--- config.mk ---
export PLATFORM = sky130hd
export DESIGN_NAME = viewport_tile_zone_classifier_unit
export DESIGN_NICKNAME = d
export VERILOG_FILES = /design/src/vtzc_pkg.sv /design/src/vtzc_div.sv /design/src/viewport_tile_zone_classifier_unit.sv
export SDC_FILE = /design/constraint.sdc
export NUM_CORES = 1
export LEC_CHECK = 0
export ABC_AREA = 1
export BUFFER_PORTS_ARGS = -buffer_cell sky130_fd_sc_hd__buf_2
export CORE_ASPECT_RATIO = 0.8
export CORE_UTILIZATION = 45
export DETAILED_ROUTE_END_ITERATION = 12
export PLACE_DENSITY = 0.66
export SLEW_MARGIN = 10
export SYNTH_ARGS = -nofsm -noshare
export SYNTH_HDL_FRONTEND = slang
export SYNTH_SLANG_ARGS = --single-unit
--- constraint.sdc ---
create_clock -name i_clk -period 5.9 [get_ports i_clk]
set_input_delay 1.475 -clock i_clk [delete_from_list [all_inputs] [get_ports i_clk]]
set_output_delay 1.475 -clock i_clk [all_outputs]
set_load 0.005 [all_outputs]
--- src/vtzc_pkg.sv ---
// Package for the viewport tile zone classifier.
// Holds the shared types, constants and the per-tile helper functions.
// Used by vtzc_div and by viewport_tile_zone_classifier_unit.
package vtzc_pkg;

    // Width of the grid count registers and of grid arithmetic.
    localparam int CNT_W = 4;
    localparam int RAD_W = 2;
    localparam int PITCH_W = 14;
    localparam int YAW_W = 15;
    localparam int MAG_W = 16;
    localparam int HALF_W = 3;
    localparam int NUM_W = 18;
    localparam int QUO_W = 5;
    localparam int BIT_W = 3;
    localparam int STEP_W = 14;
    localparam int NUMBER_W = 7;
    localparam int ZONE_W = 2;
    localparam int CFG_IDX_W = 2;

    // Quarter turn and half turn in units of 2^-12 radian.
    localparam logic [STEP_W-1:0] PITCH_STEP = STEP_W'(6431);
    localparam logic [STEP_W-1:0] YAW_STEP = STEP_W'(12861);

    localparam logic [CFG_IDX_W-1:0] REG_GRID_ROWS = 2'd0;
    localparam logic [CFG_IDX_W-1:0] REG_GRID_COLS = 2'd1;
    localparam logic [CFG_IDX_W-1:0] REG_ADJ_RADIUS = 2'd2;

    localparam logic [ZONE_W-1:0] ZONE_VIEW = 2'd0;
    localparam logic [ZONE_W-1:0] ZONE_ADJ = 2'd1;
    localparam logic [ZONE_W-1:0] ZONE_OUT = 2'd2;

    typedef enum logic [1:0] {
        ST_IDLE,
        ST_PITCH,
        ST_YAW,
        ST_SCAN
    } t_state;

    typedef enum logic {
        SEL_PITCH,
        SEL_YAW
    } t_step_sel;

    // Grid position from a quotient: a positive angle counts up from zero,
    // any other angle counts back from the last index. Clamped into the grid.
    function automatic logic [CNT_W-1:0] grid_pos(input logic [QUO_W-1:0] idx,
                                                  input logic positive,
                                                  input logic [CNT_W-1:0] count);
        logic [QUO_W-1:0] cnt_x;
        logic [QUO_W-1:0] last_x;
        logic [QUO_W-1:0] res;
        cnt_x = QUO_W'(count);
        last_x = cnt_x - QUO_W'(1);
        if (positive) begin
            res = (idx >= cnt_x) ? last_x : idx;
        end else begin
            res = (idx >= last_x) ? '0 : (last_x - idx);
        end
        return res[CNT_W-1:0];
    endfunction

    // Zone of one tile given its wrapped offsets from the viewport tile.
    function automatic logic [ZONE_W-1:0] tile_zone(input logic [CNT_W-1:0] r,
                                                    input logic [CNT_W-1:0] c,
                                                    input logic [CNT_W-1:0] vr,
                                                    input logic [CNT_W-1:0] vc,
                                                    input logic [CNT_W-1:0] rows,
                                                    input logic [CNT_W-1:0] cols,
                                                    input logic [RAD_W-1:0] rad);
        logic [CNT_W-1:0] dr;
        logic [CNT_W-1:0] dc;
        logic [CNT_W-1:0] dr_back;
        logic [CNT_W-1:0] dc_back;
        logic [CNT_W-1:0] rad_x;
        logic hit;
        dr = (r >= vr) ? (r - vr) : (r + rows - vr);
        dc = (c >= vc) ? (c - vc) : (c + cols - vc);
        dr_back = rows - dr;
        dc_back = cols - dc;
        rad_x = CNT_W'(rad);
        if (dr == '0 && dc == '0) begin
            return ZONE_VIEW;
        end
        if (dr == '0) begin
            hit = (dc <= rad_x) || (dc_back <= rad_x);
        end else if (dc == '0) begin
            hit = (dr <= rad_x) || (dr_back <= rad_x);
        end else begin
            // Diagonal: both offsets must use the same ray distance.
            hit = ((dr == dc) && (dr <= rad_x)) ||
                  ((dr == dc_back) && (dr <= rad_x)) ||
                  ((dr_back == dc) && (dc <= rad_x)) ||
                  ((dr_back == dc_back) && (dr_back <= rad_x));
        end
        return hit ? ZONE_ADJ : ZONE_OUT;
    endfunction

endpackage

--- src/vtzc_div.sv ---
// Shared divider of the viewport tile zone classifier.
// Scales an angle magnitude by half the tile count and divides by a constant
// angle step, removing one step per cycle until the first borrow. Uses vtzc_pkg.
module vtzc_div (
    input  logic                          i_clk,
    input  logic                          i_rst_n,
    input  logic                          i_start,
    input  logic [vtzc_pkg::MAG_W-1:0]    i_mag,
    input  logic [vtzc_pkg::HALF_W-1:0]   i_half,
    input  vtzc_pkg::t_step_sel           i_sel,
    output logic                          o_done,
    output logic [vtzc_pkg::QUO_W-1:0]    o_quo
);

    localparam int NUM_W = vtzc_pkg::NUM_W;

    logic                          r_busy, n_busy;
    logic                          r_done, n_done;
    logic [NUM_W-1:0]              r_rem, n_rem;
    logic [vtzc_pkg::QUO_W-1:0]    r_quo, n_quo;
    logic [vtzc_pkg::STEP_W-1:0]   r_step, n_step;
    logic [NUM_W:0]                w_diff;
    logic [NUM_W-1:0]              w_prod;

    // The largest product, 16384 times 7, fits the numerator width.
    assign w_prod = NUM_W'(i_mag) * NUM_W'(i_half);
    assign w_diff = {1'b0, r_rem} - (NUM_W + 1)'(r_step);

    always_comb begin
        n_busy = r_busy;
        n_done = 1'b0;
        n_rem  = r_rem;
        n_quo  = r_quo;
        n_step = r_step;
        if (i_start) begin
            n_busy = 1'b1;
            n_rem  = w_prod;
            n_quo  = '0;
            n_step = (i_sel == vtzc_pkg::SEL_PITCH) ? vtzc_pkg::PITCH_STEP
                                                    : vtzc_pkg::YAW_STEP;
        end else if (r_busy) begin
            // The top bit of the difference is the borrow, which ends the division.
            if (w_diff[NUM_W]) begin
                n_busy = 1'b0;
                n_done = 1'b1;
            end else begin
                n_rem = w_diff[NUM_W-1:0];
                n_quo = r_quo + 1'b1;
            end
        end
    end

    always_ff @(posedge i_clk) begin
        if (!i_rst_n) begin
            r_busy <= 1'b0;
            r_done <= 1'b0;
        end else begin
            r_busy <= n_busy;
            r_done <= n_done;
        end
        r_rem  <= n_rem;
        r_quo  <= n_quo;
        r_step <= n_step;
    end

    assign o_done = r_done;
    assign o_quo  = r_quo;

    a_done_after_busy: assert property (@(posedge i_clk) disable iff (!i_rst_n)
        r_done |-> $past(r_busy))
        else $error("divider done without a running division");

    a_no_restart: assert property (@(posedge i_clk) disable iff (!i_rst_n)
        r_busy && !i_start |=> !(r_busy && r_done))
        else $error("divider busy and done together");

endmodule

--- src/viewport_tile_zone_classifier_unit.sv ---
// Viewport tile zone classifier: top level with sequencer, tile scan and output register.
// Depends on vtzc_pkg and vtzc_div.
//
// Each accepted orientation (pitch, yaw) is mapped to a viewport tile of a
// rows-by-cols grid, and then every tile is sent in raster order with its
// number, its zone (0 viewport, 1 adjacency ring, 2 outside) and tlast on the
// final tile. The two grid positions come from one shared compare-and-subtract
// divider that removes one angle step per cycle and stops at the first borrow,
// first for pitch, then for yaw. Then the tiles follow at one per cycle while
// the output side is ready, and the input is not ready until the last tile
// has been loaded. Grid size and radius are written through the configuration
// port; the user must write them only while the block is idle, which the block
// itself does not enforce.
module viewport_tile_zone_classifier_unit #(
    parameter int MAX_ROWS = 8,
    parameter int MAX_COLS = 8
) (
    input  logic        i_clk,
    input  logic        i_rst_n,
    // Configuration write channel.
    input  logic        i_cfg_valid,
    output logic        o_cfg_ready,
    input  logic [1:0]  i_cfg_index,
    input  logic [3:0]  i_cfg_data,
    // Orientation input.
    input  logic        s_tvalid,
    output logic        s_tready,
    input  logic [31:0] s_tdata,   // [13:0] pitch_angle, [28:14] yaw_angle, [31:29] zero
    // Tile output.
    output logic        m_tvalid,
    input  logic        m_tready,
    output logic [15:0] m_tdata,   // [6:0] tile_number, [8:7] tile_zone, [15:9] zero
    output logic        m_tlast    // last_tile
);

    localparam int CNT_W = vtzc_pkg::CNT_W;
    localparam int RW = (MAX_ROWS > 2) ? $clog2(MAX_ROWS) : 1;
    localparam int CW = (MAX_COLS > 2) ? $clog2(MAX_COLS) : 1;

    vtzc_pkg::t_state r_state, n_state;

    logic [CNT_W-1:0]            r_grid_rows;
    logic [CNT_W-1:0]            r_grid_cols;
    logic [vtzc_pkg::RAD_W-1:0]  r_adj_radius;

    logic [CNT_W-1:0]            w_rows;
    logic [CNT_W-1:0]            w_cols;
    logic [CNT_W-1:0]            w_lim;
    logic [vtzc_pkg::RAD_W-1:0]  w_rad;

    logic [vtzc_pkg::PITCH_W-1:0] w_pitch;
    logic [vtzc_pkg::YAW_W-1:0]   w_yaw;
    logic [vtzc_pkg::MAG_W-1:0]   w_pitch_mag;
    logic [vtzc_pkg::MAG_W-1:0]   w_yaw_mag;
    logic                         w_pitch_pos;
    logic                         w_yaw_pos;
    logic                         w_in_acc;
    logic                         w_out_free;

    logic [vtzc_pkg::MAG_W-1:0]  r_yaw_mag, n_yaw_mag;
    logic                        r_pitch_pos, n_pitch_pos;
    logic                        r_yaw_pos, n_yaw_pos;
    logic [RW-1:0]               r_view_row, n_view_row;
    logic [CW-1:0]               r_view_col, n_view_col;
    logic [RW-1:0]               r_scan_row, n_scan_row;
    logic [CW-1:0]               r_scan_col, n_scan_col;
    logic [vtzc_pkg::NUMBER_W-1:0] r_num, n_num;
    logic                        w_scan_last_col;
    logic                        w_scan_last_row;

    logic                          r_m_tvalid, n_m_tvalid;
    logic [vtzc_pkg::NUMBER_W-1:0] r_m_number, n_m_number;
    logic [vtzc_pkg::ZONE_W-1:0]   r_m_zone, n_m_zone;
    logic                          r_m_last, n_m_last;

    logic                          w_div_start;
    logic [vtzc_pkg::MAG_W-1:0]    w_div_mag;
    logic [vtzc_pkg::HALF_W-1:0]   w_div_half;
    vtzc_pkg::t_step_sel           w_div_sel;
    logic                          w_div_done;
    logic [vtzc_pkg::QUO_W-1:0]    w_div_quo;

    // Configuration registers.
    assign o_cfg_ready = 1'b1;

    always_ff @(posedge i_clk) begin
        if (!i_rst_n) begin
            r_grid_rows  <= CNT_W'(4);
            r_grid_cols  <= CNT_W'(8);
            r_adj_radius <= vtzc_pkg::RAD_W'(1);
        end else if (i_cfg_valid) begin
            unique case (i_cfg_index)
                vtzc_pkg::REG_GRID_ROWS:  r_grid_rows  <= i_cfg_data;
                vtzc_pkg::REG_GRID_COLS:  r_grid_cols  <= i_cfg_data;
                vtzc_pkg::REG_ADJ_RADIUS: r_adj_radius <= i_cfg_data[vtzc_pkg::RAD_W-1:0];
                default: ;
            endcase
        end
    end

    // Saturated grid size and clamped radius.
    always_comb begin
        if (r_grid_rows < CNT_W'(2)) begin
            w_rows = CNT_W'(2);
        end else if (int'(r_grid_rows) > MAX_ROWS) begin
            w_rows = CNT_W'(MAX_ROWS);
        end else begin
            w_rows = r_grid_rows;
        end
        if (r_grid_cols < CNT_W'(2)) begin
            w_cols = CNT_W'(2);
        end else if (int'(r_grid_cols) > MAX_COLS) begin
            w_cols = CNT_W'(MAX_COLS);
        end else begin
            w_cols = r_grid_cols;
        end
        w_lim = ((w_rows < w_cols) ? w_rows : w_cols) - CNT_W'(1);
        w_rad = (CNT_W'(r_adj_radius) > w_lim) ? w_lim[vtzc_pkg::RAD_W-1:0] : r_adj_radius;
    end

    // Angle magnitudes; the most negative code keeps its exact magnitude.
    assign w_pitch     = s_tdata[vtzc_pkg::PITCH_W-1:0];
    assign w_yaw       = s_tdata[vtzc_pkg::PITCH_W +: vtzc_pkg::YAW_W];
    assign w_pitch_mag = w_pitch[vtzc_pkg::PITCH_W-1]
                         ? (vtzc_pkg::MAG_W'(0) - vtzc_pkg::MAG_W'($signed(w_pitch)))
                         : vtzc_pkg::MAG_W'(w_pitch);
    assign w_yaw_mag   = w_yaw[vtzc_pkg::YAW_W-1]
                         ? (vtzc_pkg::MAG_W'(0) - vtzc_pkg::MAG_W'($signed(w_yaw)))
                         : vtzc_pkg::MAG_W'(w_yaw);
    assign w_pitch_pos = !w_pitch[vtzc_pkg::PITCH_W-1] && (w_pitch != '0);
    assign w_yaw_pos   = !w_yaw[vtzc_pkg::YAW_W-1] && (w_yaw != '0);

    assign s_tready   = (r_state == vtzc_pkg::ST_IDLE);
    assign w_in_acc   = s_tvalid && s_tready;
    assign w_out_free = !r_m_tvalid || m_tready;

    assign w_scan_last_col = (CNT_W'(r_scan_col) == w_cols - CNT_W'(1));
    assign w_scan_last_row = (CNT_W'(r_scan_row) == w_rows - CNT_W'(1));

    always_comb begin
        n_state     = r_state;
        n_yaw_mag   = r_yaw_mag;
        n_pitch_pos = r_pitch_pos;
        n_yaw_pos   = r_yaw_pos;
        n_view_row  = r_view_row;
        n_view_col  = r_view_col;
        n_scan_row  = r_scan_row;
        n_scan_col  = r_scan_col;
        n_num       = r_num;
        n_m_tvalid  = r_m_tvalid && !m_tready;
        n_m_number  = r_m_number;
        n_m_zone    = r_m_zone;
        n_m_last    = r_m_last;
        w_div_start = 1'b0;
        w_div_mag   = w_pitch_mag;
        w_div_half  = w_rows[CNT_W-1:1];
        w_div_sel   = vtzc_pkg::SEL_PITCH;
        unique case (r_state)
            vtzc_pkg::ST_IDLE: begin
                if (w_in_acc) begin
                    w_div_start = 1'b1;
                    n_yaw_mag   = w_yaw_mag;
                    n_pitch_pos = w_pitch_pos;
                    n_yaw_pos   = w_yaw_pos;
                    n_state     = vtzc_pkg::ST_PITCH;
                end
            end
            vtzc_pkg::ST_PITCH: begin
                w_div_mag  = r_yaw_mag;
                w_div_half = w_cols[CNT_W-1:1];
                w_div_sel  = vtzc_pkg::SEL_YAW;
                if (w_div_done) begin
                    w_div_start = 1'b1;
                    n_view_row  = RW'(vtzc_pkg::grid_pos(w_div_quo, r_pitch_pos, w_rows));
                    n_state     = vtzc_pkg::ST_YAW;
                end
            end
            vtzc_pkg::ST_YAW: begin
                if (w_div_done) begin
                    n_view_col = CW'(vtzc_pkg::grid_pos(w_div_quo, r_yaw_pos, w_cols));
                    n_scan_row = '0;
                    n_scan_col = '0;
                    n_num      = '0;
                    n_state    = vtzc_pkg::ST_SCAN;
                end
            end
            vtzc_pkg::ST_SCAN: begin
                if (w_out_free) begin
                    n_m_tvalid = 1'b1;
                    n_m_number = r_num + 1'b1;
                    n_num      = r_num + 1'b1;
                    n_m_zone   = vtzc_pkg::tile_zone(CNT_W'(r_scan_row), CNT_W'(r_scan_col),
                                                     CNT_W'(r_view_row), CNT_W'(r_view_col),
                                                     w_rows, w_cols, w_rad);
                    n_m_last   = w_scan_last_row && w_scan_last_col;
                    if (w_scan_last_col) begin
                        n_scan_col = '0;
                        n_scan_row = r_scan_row + 1'b1;
                    end else begin
                        n_scan_col = r_scan_col + 1'b1;
                    end
                    if (w_scan_last_row && w_scan_last_col) begin
                        n_scan_row = '0;
                        n_state    = vtzc_pkg::ST_IDLE;
                    end
                end
            end
            default: n_state = vtzc_pkg::ST_IDLE;
        endcase
    end

    always_ff @(posedge i_clk) begin
        if (!i_rst_n) begin
            r_state    <= vtzc_pkg::ST_IDLE;
            r_m_tvalid <= 1'b0;
            r_view_row <= '0;
            r_view_col <= '0;
            r_scan_row <= '0;
            r_scan_col <= '0;
        end else begin
            r_state    <= n_state;
            r_m_tvalid <= n_m_tvalid;
            r_view_row <= n_view_row;
            r_view_col <= n_view_col;
            r_scan_row <= n_scan_row;
            r_scan_col <= n_scan_col;
        end
        r_yaw_mag   <= n_yaw_mag;
        r_pitch_pos <= n_pitch_pos;
        r_yaw_pos   <= n_yaw_pos;
        r_num       <= n_num;
        r_m_number  <= n_m_number;
        r_m_zone    <= n_m_zone;
        r_m_last    <= n_m_last;
    end

    vtzc_div u_div (
        .i_clk   (i_clk),
        .i_rst_n (i_rst_n),
        .i_start (w_div_start),
        .i_mag   (w_div_mag),
        .i_half  (w_div_half),
        .i_sel   (w_div_sel),
        .o_done  (w_div_done),
        .o_quo   (w_div_quo)
    );

    assign m_tvalid = r_m_tvalid;
    assign m_tdata  = {7'd0, r_m_zone, r_m_number};
    assign m_tlast  = r_m_last;

    a_done_in_divide: assert property (@(posedge i_clk) disable iff (!i_rst_n)
        w_div_done |-> (r_state == vtzc_pkg::ST_PITCH || r_state == vtzc_pkg::ST_YAW))
        else $error("divider finished outside a divide state");

    a_accept_starts: assert property (@(posedge i_clk) disable iff (!i_rst_n)
        w_in_acc |=> (r_state == vtzc_pkg::ST_PITCH))
        else $error("accepted orientation did not start the pitch division");

    a_view_in_grid: assert property (@(posedge i_clk) disable iff (!i_rst_n)
        (r_state == vtzc_pkg::ST_SCAN) |->
            (CNT_W'(r_view_row) < w_rows) && (CNT_W'(r_view_col) < w_cols))
        else $error("viewport tile outside the grid");

    a_scan_in_grid: assert property (@(posedge i_clk) disable iff (!i_rst_n)
        (r_state == vtzc_pkg::ST_SCAN) |->
            (CNT_W'(r_scan_row) < w_rows) && (CNT_W'(r_scan_col) < w_cols))
        else $error("scan pointer outside the grid");

    a_last_ends_scan: assert property (@(posedge i_clk) disable iff (!i_rst_n)
        (r_state == vtzc_pkg::ST_SCAN) && w_out_free && w_scan_last_row && w_scan_last_col
            |=> (r_state == vtzc_pkg::ST_IDLE) && r_m_last)
        else $error("final tile did not end the scan");

endmodule

==> impl_metrics.yaml <==
status:
  status: "complete, no violations"
pwr:
  p_sw_share_pct: 45.6
  power.internal_w: 0.00217
  seq_power_share_pct: 26.2
  peakVddDrop_uv: 201
  p_per_area_nw_per_um2: 423
  leakage_nw: 4.68
  power.total_w: 0.00399
  pwr-share-comb_pct: 56.8
  pwr-share-clk_pct: 17.0
  p_sw_w: 0.00182
sta:
  skew_ns: 0.00683
  rsz0062_at_grt: "no"
  fin_crit_ns: 5.11
  drv_slew: 0
  slew_headroom_pct: 34.5
  clock.fmax_mhz: 196
  hold_viol: 0
  worst_pin_slew_ns: 0.983
  final.setup.tns_ns: 0
  setup_viol: 0
  final.period_utilization_pct: 86.6
global_routing:
  grt_max_degree: 25
  grt_pass1_vias: 6612
  grt_first_pass_wirelength_um: 32200
  gr-total-overflow: 0
  grt_usage_pct: 20.4
  antenna_found_initial: 0
detailed_routing:
  vias: 7310
  routedWlPerCell_um: 12.8
  drc_errors: 0
  routed_wl_um: 18900
  dr.pass1.iters: 5
  drt_iter0_drc: 423
  antenna_left: 0
  post_drt_via_cell_ratio: 4.94
yosys:
  synth_edf_count: 55
  synth_top_area_cell: "edfxtp_1"
  dominantRegCellSynth: "edfxtp_1"
  synthArstFlopShare_pct: 0
  yosys_warnings: 0
  netlist.area_leader.share_pct: 19.2
  synth.avg_cell_area_sq_um: 7.33
  syn-cell-area_sq_um: 8600
  ys_ff_latch: 87
  ys_seq_area_share_pct: 26.7
  ys_types: 48
  synth_area_leaders: "edfxtp_1 (19%), ha_1 (13%), nand2_1 (11%)"
  syn_inst: 1173
clock_tree:
  numClockSinks: 87
  cts_setup_buffers: 0
  cts-resized-gates: 0
  clk_path_buf_depth: 2
  clkSlewWorstSetupHoldPaths_ns: 0.07
  cts_buffers: 9
  cts-root-buf: "clkbuf_16"
  cts_htree_levels: 3
  clock_latency_ns: 0.35
  cts_tree: "done"
  cts.hold.buffers_added: 0
worst_setup_path:
  end_kind: "flop"
  path_max_fanout: 5
  cp.required_ns: 5.99
  arrival_ns: 5.21
  critical_path_class: "in -> reg"
  cp-start-kind: "input port"
floorplan:
  start_util_pct: 46.6
  die_h_um: 126
  die_area_sq_um: 19700
  ios: 63
  core-area_sq_um: 18400
  rows: 44
  die_w_um: 157
layout:
  fin_util_pct: 51.1
  fin_nets: 1384
  area_growth_pct: 9.68
  final_cell_mix: "nand2_1 (259), inv_1 (207), nor2_1 (92), ha_1 (90), o21ai_0 (81)"
  final_common_cell: "nand2_1"
  antennaDiodeCount: 0
  drive_gt1_share_pct: 9.05
placed_design:
  place.port_buffers: 51
  gp_congestion: 0.860
  dpl.hpwl_um: 15000
hold_path:
  min_path_type: "reg -> reg"
flow_run:
  max-cap-violations: 0
## state kept, by name, indices dropped and copies added (netlist names), 3 cells and up
signal       flops
r_grid_cols      4
r_grid_rows      4
r_m_number       7
r_num            7
r_scan_col       3
r_scan_row       3
r_view_col       3
r_view_row       3
r_yaw_mag       16
u_div.o_quo      5
u_div.r_rem     18
## power groups by stage
stage,Combinational (W),Clock (W),Sequential (W)
2_1_floorplan,0.00178,0,0.00101
3_3_place_gp,0.00221,0,0.00105
3_5_place_dp,0.00224,0,0.00105
4_1_cts,0.00227,0.000698,0.00104
5_1_grt,0.00263,0.000717,0.00107
6_report,0.00227,0.000677,0.00104
## area by class of cell
| type | count | area (sq um) |
|---|---|---|
| clock buffers | 9 | 225 |
| clock inverters | 7 | 124 |
| fillers | 1838 | 9010 |
| inverters | 210 | 793 |
| multi-input cells | 857 | 5390 |
| flip-flops and latches | 87 | 2290 |
| well taps | 253 | 317 |
| repair buffers | 56 | 293 |
## stage by stage
| stage | hold WS, ns | instances | area (sq um) | worst slack (ns) |
|---|---|---|---|---|
| floorplan | 0.431 | 1182 | 8630 | 1.03 |
| global placement | 0.449 | 1463 | 9080 | 0.527 |
| detailed placement | 0.459 | 1463 | 9080 | 0.450 |
| CTS | 0.470 | 1479 | 9430 | 0.813 |
| global route | 0.498 | 1479 | 9430 | 0.400 |
| finish | 0.462 | 1479 | 9430 | 0.788 |
## worst paths after layout
path / start / endpoint / slack, ns / cells past startpoint
hold / removal: r_grid_rows[0]$_SDFFE_PN0P_ / r_grid_rows[0]$_SDFFE_PN0P_ / 0.46 / 2
setup reg to reg: r_grid_rows[3]$_SDFFE_PN0P_ / r_m_zone[0]$_SDFFCE_PP0P_ / 1.20 / 24
hold reg to reg: r_grid_rows[0]$_SDFFE_PN0P_ / r_grid_rows[0]$_SDFFE_PN0P_ / 0.46 / 2
setup / recovery: s_tdata[1] / u_div.r_rem[16]$_DFFE_PP_ / 0.79 / 24
## worst max-delay path, cell delays in order
cell and delay (ns):
buf_2 0.11, inv_1 0.07, ha_1 0.18, nand3_1 0.10
inv_1 0.08, nand3_1 0.11, nor3_1 0.40, a21oi_1 0.15
nand2_1 0.09, nand2_1 0.05, o21ai_0 0.33, nand2_1 0.13
fa_1 0.54, inv_1 0.05, ha_1 0.35, nand2_1 0.09
inv_1 0.06, a21oi_1 0.17, nand3_1 0.09, nand2_1 0.08
a21oi_1 0.06, or2_2 0.28, nor2_1 0.09, o21ai_0 0.08
## logic make-up after synthesis
kind of cell    synth area share [%]
compound gates                  12.7
simple gates                    23.8
buf+inv                         11.1
flops                           26.7
other cells                   0.0874
fa+ha+maj                       20.1
xor+xnor                        5.59
## synthesized netlist by cell type, types with 4 or more instances
library cell,n
xor2_1,26
o21ai_1,5
nor2_1,92
or2_2,6
nand2_2,14
o21ai_0,81
o211ai_1,10
dfxtp_1,32
a31oi_1,9
clkbuf_1,13
edfxtp_1,55
nand4_1,9
a21oi_1,69
nand3_1,56
nand3b_1,5
inv_1,207
nor3_1,23
nand2_1,259
o31ai_1,4
fa_1,30
ha_1,90
buf_4,8
a21boi_0,5
xnor2_1,22
## routing by layer
| layer | wire length, um | global-route usage (%) | up-vias | part of all wire, % |
|---|---|---|---|---|
| met3 | 1110 | 3.58 | 8 | 5.9 |
| met5 | 0 | 0 | - | 0 |
| li1 | - | - | 3858 | - |
| met4 | 122 | 3.52 | 0 | 0.64 |
| met2 | 7440 | 29.4 | 155 | 39 |
| met1 | 10300 | 31.8 | 3289 | 54 |
Note: power is estimated with default switching activity, not from simulation.
